**config.mk**
```make
export PLATFORM = sky130hd
export DESIGN_NAME = timed_jitter_buffer_top
export DESIGN_NICKNAME = d
export VERILOG_FILES = /design/src/sv/tjb_pkg.sv /design/src/sv/timed_jitter_buffer_top.sv
export SDC_FILE = /design/constraint.sdc
export NUM_CORES = 2
export LEC_CHECK = 0
export ABC_AREA = 1
export BUFFER_PORTS_ARGS = -buffer_cell sky130_fd_sc_hd__buf_2
export CAP_MARGIN = 20
export CORE_MARGIN = 1
export CORE_UTILIZATION = 30
export CTS_CLUSTER_SIZE = 28
export DETAILED_ROUTE_END_ITERATION = 8
export GPL_TIMING_DRIVEN = 0
export SLEW_MARGIN = 25
export SYNTH_ARGS = -nofsm -noshare
export SYNTH_HDL_FRONTEND = slang
export SYNTH_SLANG_ARGS = --single-unit
```
**constraint.sdc**
```tcl
create_clock -name clk -period 9.02 [get_ports clk]
set_input_delay 1.804 -clock clk [delete_from_list [all_inputs] [get_ports clk]]
set_output_delay 1.804 -clock clk [all_outputs]
set_load 0.01 [all_outputs]
```
**src/sv/tjb_pkg.sv**
```systemverilog
package tjb_pkg;

    typedef struct packed {
        logic        cmd;
        logic [47:0] time_us;
        logic [15:0] packet_handle;
        logic [15:0] packet_len;
    } tjb_req_t;

    typedef struct packed {
        logic        kind;
        logic [15:0] out_handle;
        logic [9:0]  out_len;
        logic [23:0] jitter_avg_us;
        logic        last;
    } tjb_res_t;

    // One ring entry as it sits in the slot memory.
    typedef struct packed {
        logic [15:0] handle;
        logic [9:0]  len;
        logic [47:0] time_us;
    } tjb_slot_t;

    typedef enum logic [1:0] {
        REG_ENABLE   = 2'd0,
        REG_DEPTH    = 2'd1,
        REG_INTERVAL = 2'd2,
        REG_HOLD     = 2'd3
    } tjb_reg_idx_t;

    localparam logic CMD_ARRIVAL = 1'b0;
    localparam logic CMD_FLUSH   = 1'b1;
    localparam logic KIND_PACKET = 1'b0;
    localparam logic KIND_STATUS = 1'b1;

    localparam logic [15:0] MAX_PACKET_BYTES = 16'd512;
    localparam logic [15:0] KEEP_Q16         = 16'd62259;
    localparam logic [11:0] ALPHA_Q16        = 12'd3277;
    localparam logic [19:0] INTERVAL_RESET   = 20'd10000;
    localparam logic [47:0] DEV_MAX          = 48'hFF_FFFF;

    function automatic logic [9:0] clamp_len(input logic [15:0] len);
        logic [15:0] c;
        c = (len < MAX_PACKET_BYTES) ? len : MAX_PACKET_BYTES;
        return c[9:0];
    endfunction

endpackage

```
**src/sv/timed_jitter_buffer_top.sv**
```systemverilog
// Channel   Dir  Handshake              Payload
// req       in   req_valid/req_ready    tjb_req_t: cmd, time_us, packet_handle, packet_len
// res       out  res_valid/res_ready    tjb_res_t: kind, out_handle, out_len, jitter_avg_us, last
// cfg       in   cfg_we                 cfg_idx (register index), cfg_wdata
//
// One request is worked on at a time. An arrival with a jitter update passes the gap,
// deviation, two multiply and sum steps and is queued in the dispatch step after them.
// Each released packet then passes the read and age check of the slot memory; the walk
// ends on an empty ring or when the oldest packet is still held, and the status result
// follows. Reset clears the ring pointers, fill count, jitter estimate and registers;
// slot memory is not cleared. A stalled res channel holds the sequencer at its next
// result; a new request is taken while the last status result still waits in the output
// register.
module timed_jitter_buffer_top
    import tjb_pkg::*;
#(
    parameter int RING_SLOTS = 8
) (
    input  logic        clk,
    input  logic        rst_n,
    input  logic        req_valid,
    output logic        req_ready,
    input  tjb_req_t    req,
    output logic        res_valid,
    input  logic        res_ready,
    output tjb_res_t    res,
    input  logic        cfg_we,
    input  logic [1:0]  cfg_idx,
    input  logic [23:0] cfg_wdata
);

    localparam int PTR_W = (RING_SLOTS > 2) ? $clog2(RING_SLOTS) : 1;
    localparam int CNT_W = $clog2(RING_SLOTS + 1);
    localparam logic [PTR_W-1:0] PTR_LAST = PTR_W'(RING_SLOTS - 1);
    localparam logic [CNT_W-1:0] CNT_FULL = CNT_W'(RING_SLOTS);

    typedef enum logic [10:0] {
        S_IDLE = 11'b000_0000_0001,
        S_GAP  = 11'b000_0000_0010,
        S_DEV  = 11'b000_0000_0100,
        S_MULK = 11'b000_0000_1000,
        S_MULA = 11'b000_0001_0000,
        S_SUM  = 11'b000_0010_0000,
        S_DISP = 11'b000_0100_0000,
        S_PASS = 11'b000_1000_0000,
        S_RREQ = 11'b001_0000_0000,
        S_RCHK = 11'b010_0000_0000,
        S_STAT = 11'b100_0000_0000
    } tjb_state_t;

    tjb_state_t state_reg, state_next;

    logic        enable_reg, enable_next;
    logic [3:0]  depth_reg, depth_next;
    logic [19:0] interval_reg, interval_next;
    logic [23:0] hold_reg, hold_next;

    logic [PTR_W-1:0] wptr_reg, wptr_next;
    logic [PTR_W-1:0] rptr_reg, rptr_next;
    logic [CNT_W-1:0] fill_reg, fill_next;
    logic [47:0]      prev_reg, prev_next;
    logic             have_prev_reg, have_prev_next;
    logic [31:0]      jitter_reg, jitter_next;

    tjb_req_t    req_reg, req_next;
    logic [47:0] gap_reg, gap_next;
    logic [23:0] dev_reg, dev_next;
    logic [47:0] keep_prod_reg, keep_prod_next;
    logic [43:0] alpha_prod_reg, alpha_prod_next;

    logic     res_valid_reg, res_valid_next;
    tjb_res_t res_reg, res_next;

    tjb_slot_t slot_mem [RING_SLOTS];
    tjb_slot_t rd_data_reg;
    tjb_slot_t mem_wdata;
    logic      mem_we;
    logic      mem_re;

    logic        out_free;
    logic [47:0] diff;
    logic [47:0] age;
    logic [48:0] sum;
    logic        release_now;

    assign out_free  = !res_valid_reg || res_ready;
    assign req_ready = (state_reg == S_IDLE);
    assign res_valid = res_valid_reg;
    assign res       = res_reg;

    assign diff = (gap_reg >= {28'd0, interval_reg}) ? gap_reg - {28'd0, interval_reg}
                                                     : {28'd0, interval_reg} - gap_reg;
    assign sum  = {1'b0, keep_prod_reg} + {5'd0, alpha_prod_reg};
    assign age  = req_reg.time_us - rd_data_reg.time_us;
    assign release_now = (req_reg.cmd == CMD_FLUSH) || (age >= {24'd0, hold_reg})
                         || (fill_reg == CNT_FULL);

    assign mem_wdata = '{handle:  req_reg.packet_handle,
                         len:     clamp_len(req_reg.packet_len),
                         time_us: req_reg.time_us};

    always_comb
    begin
        state_next      = state_reg;
        enable_next     = enable_reg;
        depth_next      = depth_reg;
        interval_next   = interval_reg;
        hold_next       = hold_reg;
        wptr_next       = wptr_reg;
        rptr_next       = rptr_reg;
        fill_next       = fill_reg;
        prev_next       = prev_reg;
        have_prev_next  = have_prev_reg;
        jitter_next     = jitter_reg;
        req_next        = req_reg;
        gap_next        = gap_reg;
        dev_next        = dev_reg;
        keep_prod_next  = keep_prod_reg;
        alpha_prod_next = alpha_prod_reg;
        res_next        = res_reg;
        res_valid_next  = res_valid_reg && !res_ready;
        mem_we          = 1'b0;
        mem_re          = 1'b0;

        if (cfg_we)
        begin
            unique case (cfg_idx)
                REG_ENABLE:   enable_next   = cfg_wdata[0];
                REG_DEPTH:    depth_next    = cfg_wdata[3:0];
                REG_INTERVAL: interval_next = cfg_wdata[19:0];
                REG_HOLD:     hold_next     = cfg_wdata;
                default:      ;
            endcase
        end

        unique case (state_reg)
            S_IDLE:
            begin
                if (req_valid)
                begin
                    req_next = req;
                    if (req.cmd == CMD_FLUSH)
                        state_next = enable_reg ? S_RREQ : S_STAT;
                    else if (enable_reg && (req.packet_len != 16'd0))
                        state_next = have_prev_reg ? S_GAP : S_DISP;
                    else
                        state_next = S_STAT;
                end
            end
            S_GAP:
            begin
                gap_next   = req_reg.time_us - prev_reg;
                state_next = S_DEV;
            end
            S_DEV:
            begin
                dev_next   = (diff > DEV_MAX) ? DEV_MAX[23:0] : diff[23:0];
                state_next = S_MULK;
            end
            S_MULK:
            begin
                keep_prod_next = 48'(jitter_reg) * 48'(KEEP_Q16);
                state_next     = S_MULA;
            end
            S_MULA:
            begin
                alpha_prod_next = 44'({dev_reg, 8'd0}) * 44'(ALPHA_Q16);
                state_next      = S_SUM;
            end
            S_SUM:
            begin
                jitter_next = sum[47:16];
                state_next  = S_DISP;
            end
            S_DISP:
            begin
                prev_next      = req_reg.time_us;
                have_prev_next = 1'b1;
                if (depth_reg == 4'd0)
                    state_next = S_PASS;
                else
                begin
                    // A full ring loses its oldest entry, so the count stays put.
                    if (fill_reg == CNT_FULL)
                        rptr_next = (rptr_reg == PTR_LAST) ? '0 : rptr_reg + 1'b1;
                    else
                        fill_next = fill_reg + 1'b1;
                    mem_we     = 1'b1;
                    wptr_next  = (wptr_reg == PTR_LAST) ? '0 : wptr_reg + 1'b1;
                    state_next = S_RREQ;
                end
            end
            S_PASS:
            begin
                if (out_free)
                begin
                    res_valid_next = 1'b1;
                    res_next = '{kind: KIND_PACKET, out_handle: req_reg.packet_handle,
                                 out_len: clamp_len(req_reg.packet_len),
                                 jitter_avg_us: jitter_reg[31:8], last: 1'b0};
                    state_next = S_STAT;
                end
            end
            S_RREQ:
            begin
                if (fill_reg == '0)
                    state_next = S_STAT;
                else
                begin
                    mem_re     = 1'b1;
                    state_next = S_RCHK;
                end
            end
            S_RCHK:
            begin
                if (!release_now)
                    state_next = S_STAT;
                else if (out_free)
                begin
                    res_valid_next = 1'b1;
                    res_next = '{kind: KIND_PACKET, out_handle: rd_data_reg.handle,
                                 out_len: rd_data_reg.len,
                                 jitter_avg_us: jitter_reg[31:8], last: 1'b0};
                    rptr_next  = (rptr_reg == PTR_LAST) ? '0 : rptr_reg + 1'b1;
                    fill_next  = fill_reg - 1'b1;
                    state_next = S_RREQ;
                end
            end
            S_STAT:
            begin
                if (out_free)
                begin
                    res_valid_next = 1'b1;
                    res_next = '{kind: KIND_STATUS, out_handle: 16'd0, out_len: 10'd0,
                                 jitter_avg_us: jitter_reg[31:8], last: 1'b1};
                    state_next = S_IDLE;
                end
            end
            default:
                state_next = S_IDLE;
        endcase
    end

    always_ff @(posedge clk or negedge rst_n)
    begin
        if (!rst_n)
        begin
            state_reg     <= S_IDLE;
            enable_reg    <= 1'b0;
            depth_reg     <= 4'd0;
            interval_reg  <= INTERVAL_RESET;
            hold_reg      <= 24'd0;
            wptr_reg      <= '0;
            rptr_reg      <= '0;
            fill_reg      <= '0;
            prev_reg      <= 48'd0;
            have_prev_reg <= 1'b0;
            jitter_reg    <= 32'd0;
            res_valid_reg <= 1'b0;
        end
        else
        begin
            state_reg     <= state_next;
            enable_reg    <= enable_next;
            depth_reg     <= depth_next;
            interval_reg  <= interval_next;
            hold_reg      <= hold_next;
            wptr_reg      <= wptr_next;
            rptr_reg      <= rptr_next;
            fill_reg      <= fill_next;
            prev_reg      <= prev_next;
            have_prev_reg <= have_prev_next;
            jitter_reg    <= jitter_next;
            res_valid_reg <= res_valid_next;
        end
    end

    always_ff @(posedge clk)
    begin
        req_reg        <= req_next;
        gap_reg        <= gap_next;
        dev_reg        <= dev_next;
        keep_prod_reg  <= keep_prod_next;
        alpha_prod_reg <= alpha_prod_next;
        res_reg        <= res_next;
    end

    // Slot memory. The write happens in the dispatch step and the first read is
    // issued in the cycle after it, so a read never meets a write to the same slot.
    always_ff @(posedge clk)
    begin
        if (mem_we)
            slot_mem[wptr_reg] <= mem_wdata;
        if (mem_re)
            rd_data_reg <= slot_mem[rptr_reg];
    end

    // Write pointer expected from the read pointer and the fill count.
    logic [CNT_W:0] ptr_sum;
    logic [CNT_W:0] ptr_wrap;

    assign ptr_sum  = {1'b0, fill_reg} + (CNT_W + 1)'(rptr_reg);
    assign ptr_wrap = (ptr_sum >= (CNT_W + 1)'(RING_SLOTS))
                      ? ptr_sum - (CNT_W + 1)'(RING_SLOTS) : ptr_sum;

    a_fill_bound: assert property (@(posedge clk) disable iff (!rst_n)
        fill_reg <= CNT_FULL)
        else $error("ring fill count exceeds the number of slots");

    a_ptr_consistent: assert property (@(posedge clk) disable iff (!rst_n)
        ptr_wrap[PTR_W-1:0] == wptr_reg)
        else $error("ring pointers disagree with the fill count");

    a_check_nonempty: assert property (@(posedge clk) disable iff (!rst_n)
        (state_reg == S_RCHK) |-> (fill_reg != '0))
        else $error("age check on an empty ring");

    a_jitter_update: assert property (@(posedge clk) disable iff (!rst_n)
        (jitter_reg != $past(jitter_reg)) |-> ($past(state_reg) == S_SUM))
        else $error("jitter estimate changed outside the sum step");

endmodule

```
==> flow_summary.toml <==
[run_status]
run_status = "finished, final reports clean"

[clocking]
max-clock-path-buffers = 3
cts_tree = "yes"
ctsHoldBuffers = 0
postCtsResizedCells = 0
path_clk_slew_ns = 0.07
clock-sinks = 1098
cts_made_buffers = 117
clockRootBuffer = "clkbuf_16"
htree_levels = 3
clk_latency_ns = 0.80
postCtsSetupBuffers = 0

[synthesis]
syn_avg_cell_area_um2 = 9.699
synth-main-ff-cell = "edfxtp_1"
synth-seq-area-share_pct = 46.94
synth-simple-area-share_pct = 13.94
yosysWarnings = 0
ys_async_sr_fraction_pct = 13.84
synth_top_family_by_area = "adder cells"
synth_xor_area_share_pct = 2.590
ys_ff_latch = 1098
synth_fp_nets = 8044
synth_area_um2 = 68640
synth_fa_ha_area_share_pct = 19.19
synth_mux_area_share_pct = 0.07291
syn-instance-count = 7077
synth_compound_area_share_pct = 9.986
synth_cell_types = 60
synth_edf_count = 946

[pwr]
power_density_nw_per_um2 = 205.2
p_leak_nw = 33.40
vdd_drop_max_mv = 0.2028

[detailed_routing]
viasPerCell = 4.841
drtAntennaViolNets = 0
route.detailed.wl_per_inst_um = 18.88
via_count = 51200
drt_iter0_markers = 4144
wl_um = 199700
drc = 0
first_pass_iters = 6

[placement]
hpwl_um = 158900
dpl-instance-area_um2 = 74380
place_worst_setup_slack_ns = 2.186
globalplace.congestion = 0.9179
io_buffers = 165

[global_routing]
grt_pass1_wl_um = 303200
grt_overflow_total = 0
antenna_found_initial = 15
grt_usage_pct = 17.13
grt_pass1_vias = 51190
grt_max_degree = 78

[finish]
drive_above_1_share_pct = 6.744
layout_common_cells = "inv_1 (1149), nand2_1 (1037), edfxtp_1 (946)"
mostFrequentLayoutCell = "inv_1"
final_area_um2 = 78160
largest_register_ffs = 592
area_growth_pct = 13.87
nets = 8439
postLayoutCoreUtil_pct = 34.36
fillers = 23030

[floorplan]
dieWidth_um = 480.3
dieArea_um2 = 230700
die_height_um = 480.3
core_area_um2 = 227500
io_pins = 166
rows = 175
initial_core_util_pct = 30.17

[flow_run]
maxCapViolCount = 0

[timing]
relSlewSlack_pct = 27.07
hold_viol = 0
period_minus_slack_ns = 6.986
fin_skew_ns = 0.1039
fin_crit_sh_pct = 77.45
tightestPinTransition_ns = 1.094
layout_setup_ws_ns = 2.034
fmax_ghz = 0.1431
slew_violations = 0
setup_viol = 0
rsz0062_at_grt = "no"

[hold_path]
holdCritStartpoint = "have_prev_reg"
min_path_type = "reg2reg"

[critical_path]
slowest_stage = "dfrtp_1"
path_cells = "inv_1 -> fa_1 -> inv_1 -> fa_1 -> inv_1 -> fa_1 -> fa_1 -> fa_1 -> fa_1 -> inv_1 -> ha_1 -> nand2_1 -> inv_1 -> nand2_1 -> nor3_1 -> nand3_1 -> o21ai_0 -> a21oi_1 -> or2_2 -> nand3_1 -> nand2_1"
critPathMostFrequentCell = "fa_1"
r2r_start = "jitter_reg[11]"
startpoint = "jitter_reg[11]"
crit_fanout = 8
cp-start-kind = "flip-flop"
cp.required_ns = 9.49
path_class = "reg2reg"
end_kind = "flip-flop"
cpPeakStageDelay_ns = 0.84
worstPathArrival_ns = 7.45
-- cell families (layout without fill, tap and decap cells) --
kind of cell               after synthesis  after routing
buffers and inverters                 1314           1799
DFF                                   1098           1098
other                                    0              5
xor gates and xnor gates               203            203
and+or+nand+nor                       2345           2345
muxes                                    5              5
adders and majority gates              855            855
AOI/OAI and AO/OA                     1257           1257
-- report_power, final --
part	internal, W	switching (W)
registers	0.00614	0.000418
logic	0.00152	0.00321
clock network	0.00266	0.00209
total	0.0103	0.00571
-- routing by layer --
layer  GRT usage [%]  vias up  routed length [um]  share of wire (%)
li1                -    24440                   -                  -
met1           22.73    25000               87640                 44
met2           28.62     1468               94390                 47
met3           1.984      285               10310                5.2
met4           6.327        0                7332                3.7
met5               0        -                   0                  0
-- final cells by class --
cell class,count,area (um2),share of cell area (%)
well taps,3009,3765,4.817
clock inverters,60,716.9,0.9173
flip-flops and latches,1098,32220,41.22
repair buffers,276,1881,2.406
inverters,1157,4343,5.557
clock buffers,149,3048,3.900
multi-input cells,4665,31520,40.33
plain buffers,157,650.6,0.8324
diodes,5,12.51,0.01601
-- per-stage QoR --
| stage | std cells | hold WS [ns] | setup TNS (ns) | power, W |
|---|---|---|---|---|
| final | 10580 | 0.4844 | 0 | 0.01604 |
| after global routing | 10580 | 0.5107 | 0 | 0.01694 |
| after CTS | 10570 | 0.4877 | 0 | 0.01617 |
| after detailed placement | 10360 | 0.4735 | 0 | 0.01138 |
| after global placement | 10250 | 0.4662 | -1825.98 | 0.01127 |
| after floorplan | 7077 | 0.4492 | 0 | 0.009579 |
-- path summary, 6_finish.rpt --
kind / end / slack, ns / cells past startpoint
setup reg to reg: keep_prod_reg[46] / 2.03 / 21
hold reg to reg: have_prev_reg / 0.48 / 2
max in group asynchronous: wptr_reg[0] / 7.14 / 3
hold / removal: have_prev_reg / 0.48 / 2
setup / recovery: keep_prod_reg[46] / 2.03 / 21
min in group asynchronous: jitter_reg[5] / 0.84 / 1
-- worst max-delay path: cells and delay by family (launching register included) --
kind	cells	cell delay (ns)
buffers and inverters	5	0.47
flip-flops	1	0.84
AO/OA/AOI/OAI	2	0.99
AND/OR/NAND/NOR	7	1.05
adder cells (fa/ha/maj)	7	3.31
-- synthesized netlist by cell type, types with 9 or more instances --
master | count | area share (%)
clkbuf_1 | 134 | 0.73
nor2_2 | 9 | 0.082
nand4_1 | 67 | 0.61
nor3_1 | 52 | 0.38
o21ai_0 | 599 | 4.4
nor4_1 | 29 | 0.26
a31oi_1 | 129 | 1.2
o22ai_1 | 77 | 0.70
nand2_1 | 1037 | 5.7
a21o_1 | 12 | 0.13
xor2_1 | 128 | 1.6
fa_1 | 330 | 9.6
dfrtp_1 | 146 | 5.3
o211ai_1 | 13 | 0.14
nand3b_1 | 10 | 0.11
o21a_1 | 28 | 0.31
inv_1 | 1149 | 6.3
nor2_1 | 918 | 5.0
ha_1 | 525 | 9.6
o21ai_1 | 22 | 0.16
a21oi_1 | 320 | 2.3
nand3_1 | 182 | 1.3
or2_2 | 10 | 0.091
o21bai_1 | 14 | 0.15
edfxtp_1 | 946 | 41
buf_1 | 9 | 0.049
a21boi_0 | 13 | 0.14
xnor2_1 | 75 | 0.96
No activity file was read; power rests on OpenSTA's default activity.
